[src/design/sawlc_ram.sv]
// ----------------------------------------------------------------------------
// sawlc_ram
// Generic single-port synchronous RAM with registered read.
// ----------------------------------------------------------------------------
module sawlc_ram #(
  parameter int unsigned Width = 32,
  parameter int unsigned Depth = 64
) (
  input  logic                     clk_i,
  input  logic                     we_i,
  input  logic [$clog2(Depth)-1:0] addr_i,
  input  logic [Width-1:0]         wdata_i,
  output logic [Width-1:0]         rdata_o
);

  logic [Width-1:0] mem_q [Depth];

  always_ff @(posedge clk_i) begin
    if (we_i) begin
      mem_q[addr_i] <= wdata_i;
    end
    rdata_o <= mem_q[addr_i];
  end

endmodule

[config.mk]
export PLATFORM = sky130hd
export DESIGN_NAME = sawlc_ram
export DESIGN_NICKNAME = d
export VERILOG_FILES = /design/src/design/sawlc_ram.sv
export SDC_FILE = /design/constraint.sdc
export NUM_CORES = 2
export LEC_CHECK = 0
export ABC_CLOCK_PERIOD_IN_PS = 4700
export BUFFER_PORTS_ARGS = -buffer_cell sky130_fd_sc_hd__buf_2
export CAP_MARGIN = 0
export CORE_ASPECT_RATIO = 0.75
export CORE_MARGIN = 1
export CORE_UTILIZATION = 42
export CTS_CLUSTER_DIAMETER = 150
export CTS_CLUSTER_SIZE = 30
export DETAILED_ROUTE_END_ITERATION = 16
export PLACE_DENSITY = 0.65
export SLEW_MARGIN = 20
export SYNTH_ARGS = -nofsm -noshare
export SYNTH_HDL_FRONTEND = slang
export SYNTH_SLANG_ARGS = --single-unit
[constraint.sdc]
create_clock -name clk_i -period 4.7 [get_ports clk_i]
set_input_delay 1.175 -clock clk_i [delete_from_list [all_inputs] [get_ports clk_i]]
set_output_delay 1.175 -clock clk_i [all_outputs]
set_load 0.05 [all_outputs]
# Word level (Yosys, flattened, before mapping)
# Memories as Yosys holds them, arrays and structs flattened. A register that Yosys moved wholly into a read port is not among the register bits.
# Index checks and enable logic that the tools add are counted.
dict set report totals {
  register_bits 0
  latch_bits 0
  ram_bits 2048
  romBits 0
  word_cells 3
  mem_count 1
}
dict set report classes {
  add_sub_neg 0
  n_mul 0
  n_div 0
  order_cmp 0
  n_eq_ne 0
  shifts 0
  mux 2
  n_bitwise 0
  reduce_logical 0
}
# memory depth word_bits rd rd_ports_with_merged_regs wr line_no
set memory_table {}
lappend memory_table {mem_q 64 32 1 1 1 16} ;# logic [Width-1:0] mem_q [Depth];
# cell n
set op_table {}
lappend op_table {{two-way mux 1 bit} 2}

# Longest topological paths before layout
dict set report depth {
  word_depth 2
  ltp_mapped 13
  ltp_nobuf 6
}

# Worst setup path before layout
# OpenSTA, ideal clock, no wires.
dict set report synth_path {
  path_type {input port to flip-flop}
  startpoint {input addr_i[2]}
  endpoint {memory mem_q[15][0] (enable)}
  t_arrival_ns 3.993
  required_time_ns 4.279
  slack_ns 0.286
  cell_stages 8
  path_cell_list {buf_2 -> buf_2 -> buf_2 -> buf_2 -> buf_2 -> buf_2 -> nand3_1 -> nor2_1}
}
# item line_no
set synth_lines {}
lappend synth_lines {{start: declaration} 11} ;# input logic [$clog2(Depth)-1:0] addr_i,
lappend synth_lines {{end: declaration} 16}
# Straight into the memory's write port.

==> results.yml <==
die:
  die_h_um: 377
  num_rows: 137
  boundaryPins: 72
  die_x_um: 503
  core_area_um2: 186000
  initial_core_util_pct: 42.4
  dieArea_um2: 190000
grt:
  grt_overflow: 0
  grtUsageMet3_pct: 4.01
  grt_usage_pct: 22.4
  antenna_found_initial: 17
  grt_pass1_vias: 40700
  grt_max_degree: 80
  grtUsageMet1_pct: 33.8
  grtUsageMet2_pct: 33.9
  grt_pass1_wl_mm: 305
  grt_busiest_layer: "met2"
min_path:
  holdCritPathClass: "reg -> reg"
  min-delay-start: "mem_q[32][9]"
  hold_end: "rdata_o[9]"
  hold_depth: 3
synthesis:
  synth.yosys.seq_area_share_pct: 78.7
  netlist.area_leader.share_pct: 77.9
  synth_largest_area_cell: "edfxtp_1"
  syn_inst: 4239
  async_reset_ff_share_pct: 0
  synth_area_leaders: "edfxtp_1 (78%), mux2i_1 (3.3%), mux4_2 (2.7%), mux2_2 (2.1%), a221oi_1 (1.9%)"
  synth_nets: 4279
  synth_edf_count: 2048
  avgSynthCellArea_um2: 18.6
  synthDistinctLibCells: 56
  ys.warnings.count: 0
  synthFlopType: "edfxtp_1"
  synth_area_um2: 78900
  synth-seq-cells: 2080
critical_path:
  worst_setup_path_end_kind: "register"
  path_cells: "buf_8 > buf_12 > nor2b_4 > buf_4 > a22o_1 > a221oi_1 > a211oi_1 > a2111oi_1 > buf_4 > nand3_1"
  cpPeakStageDelay_ns: 0.96
  crit_type: "in -> reg"
  cp.buffers_inverters: 4
  ff2ff_path_depth: 6
  critPathTopFamily: "compound AO/OA/AOI/OAI gates"
  timing.rr.end: "rdata_o[8]"
  critical_path_required_ns: 5.36
  cp_slowest_cell: "a211oi_1"
  worstSetupStartpointType: "input pin"
  r2r-start: "mem_q[23][8]"
  critPathMostFrequentCell: "buf_4"
  worstPathMaxFanout: 29
  regToRegSetupSlack_ns: 2.10
  cp.arrival_ns: 4.67
pwr:
  switching_power_uw: 7020
  power_frac_clock_pct: 27.7
  ir_drop_v: 0.000277
  powerDensity_nw_per_um2: 364
  p_leak_uw: 0.0271
  comb_power_share_pct: 6.8
  p_sw_share_pct: 22.3
  p_seq_share_pct: 65.5
  power_uw: 31500
  power.internal_uw: 24500
cts:
  h-tree-depth: 3
  cts-resized-gates: 0
  cts.clk_slew.worst_paths_ns: 0.11
  cts_max_path_buffers: 3
  root_buffer: "clkbuf_16"
  clkLatencyLatePin_ns: 0.74
  ctsHoldBuffers: 0
  cts_buffers: 79
  cts_tree: "yes"
  postCtsSetupRepairBufs: 0
  cts.sinks: 2080
sta:
  skew_ns: 0.0320
  setup_viol: 0
  tns_ns: 0
  final_max_slew_viol_count: 0
  hold_violations: 0
  rsz0062_at_grt: "no"
  fin_ws_ns: 0.689
  post-route-period-util_pct: 85.3
  layout_min_cycle_time_ns: 4.01
  relSlewSlack_pct: 25.4
  tightest_slew_ns: 1.12
  worst_hold_slack_ns: 0.624
  max_freq_ghz: 0.249
cells_and_area:
  areaGrowthSynthToFinish_pct: 9.79
  drive_gt1_share_pct: 17.0
  seqCellArea_um2: 62100
  nFillCells: 15600
  mostFrequentLayoutCells: "edfxtp_1 (2048), mux2i_1 (259), buf_4 (223)"
  design_area_um2: 86700
  multi_input_comb_area_um2: 16100
  final_common_cell: "edfxtp_1"
  fin_nets: 4396
detailed_routing:
  wl_per_cell_um: 31.2
  ant_nets: 0
  first_iter_violations: 6191
  vias: 42900
  vias_per_cell: 6.19
  postRouteWirelength_mm: 216
  drt_pass1_iterations: 7
  drc_errors: 0
placement:
  gp_congestion: 0.861
  place_area_um2: 84300
  port-buffer-count: 71
  hpwl_mm: 130
  dp_slack_ns: 0.0726
flow_run:
  drv_cap: 0
run_status:
  status: "finished clean"
[cell type report]
cell class	instances	area share (%)
clock inverter	5	0.0722
antenna	5	0.0144
multi-input combinational	1859	18.5
inverter	2	0.0173
sequential	2080	71.7
tap	2502	3.61
timing repair buffer	334	3.47
clock buffer	138	2.59
[kinds of logic after synthesis]
group           synth area share (%)
mux                             8.12
simple gates                    2.81
flops                           78.7
compound gates                  8.66
buf+inv                         1.68
[metrics by stage]
| stage | std cells | utilization (%) |
|---|---|---|
| 2_1_floorplan | 4239 | - |
| 3_3_place_gp | 6776 | 45.2 |
| 3_5_place_dp | 6777 | 45.3 |
| 4_1_cts | 6920 | 46.5 |
| 5_1_grt | 6921 | 46.5 |
| 6_report | 6925 | 46.5 |
[routing by layer]
| metal | vias to the layer above | routed length [µm] |
|---|---|---|
| met1 | 22600 | 91700 |
| met5 | - | 42 |
| met3 | 234 | 22100 |
| met4 | 8 | 4430 |
| li1 | 17800 | - |
| met2 | 2302 | 97500 |
[synthesized netlist by cell type (14+ instances only)]
cell / number
nor2_1: 145
nand2_1: 28
a22o_1: 66
mux2_2: 147
edfxtp_1: 2048
o21ai_0: 84
or4_1: 15
mux2i_1: 259
a222oi_1: 16
a21oi_1: 121
o22ai_1: 93
a2111oi_0: 15
o2bb2ai_1: 15
a211oi_1: 17
mux4_2: 96
or4b_1: 14
a221oi_1: 175
a221o_1: 15
nand3_1: 54
nor4_1: 14
and3_1: 85
nand2b_1: 18
o22a_1: 70
nor3_1: 22
buf_2: 83
dfxtp_1: 32
clkbuf_1: 168
buf_1: 33
a31oi_1: 43
a22oi_1: 188
[worst reg2reg max path, stage by stage (launching register included)]
cell,delay (ns)
edfxtp_1,0.38
and3_1,0.17
nor4_1,0.36
a31oi_1,0.34
a2111oi_1,0.93
buf_4,0.24
nand3_1,0.08
[registers in the layout, summed over array words and instances (netlist names)]
signal / flops
mem_q: 2048
rdata_o: 32
[how the worst max path moves through the flow]
stage / to / cells after the start / from
floorplan: mem_q[15][0] / 8 / addr_i[2]
global placement: rdata_o[8] / 10 / addr_i[2]
detailed placement: rdata_o[16] / 10 / addr_i[1]
CTS: rdata_o[16] / 10 / addr_i[1]
global route: rdata_o[8] / 9 / addr_i[0]
finish: rdata_o[16] / 10 / addr_i[1]
[power groups by stage]
stage	registers (µW)	clock network [µW]	logic, µW
after floorplan	21100	0	982
after global placement	21100	0	2100
after detailed placement	21100	0	2130
after CTS	20600	8850	2130
after global routing	20600	9420	2250
final	20600	8740	2140
Note: power is estimated with default switching activity, not from simulation.
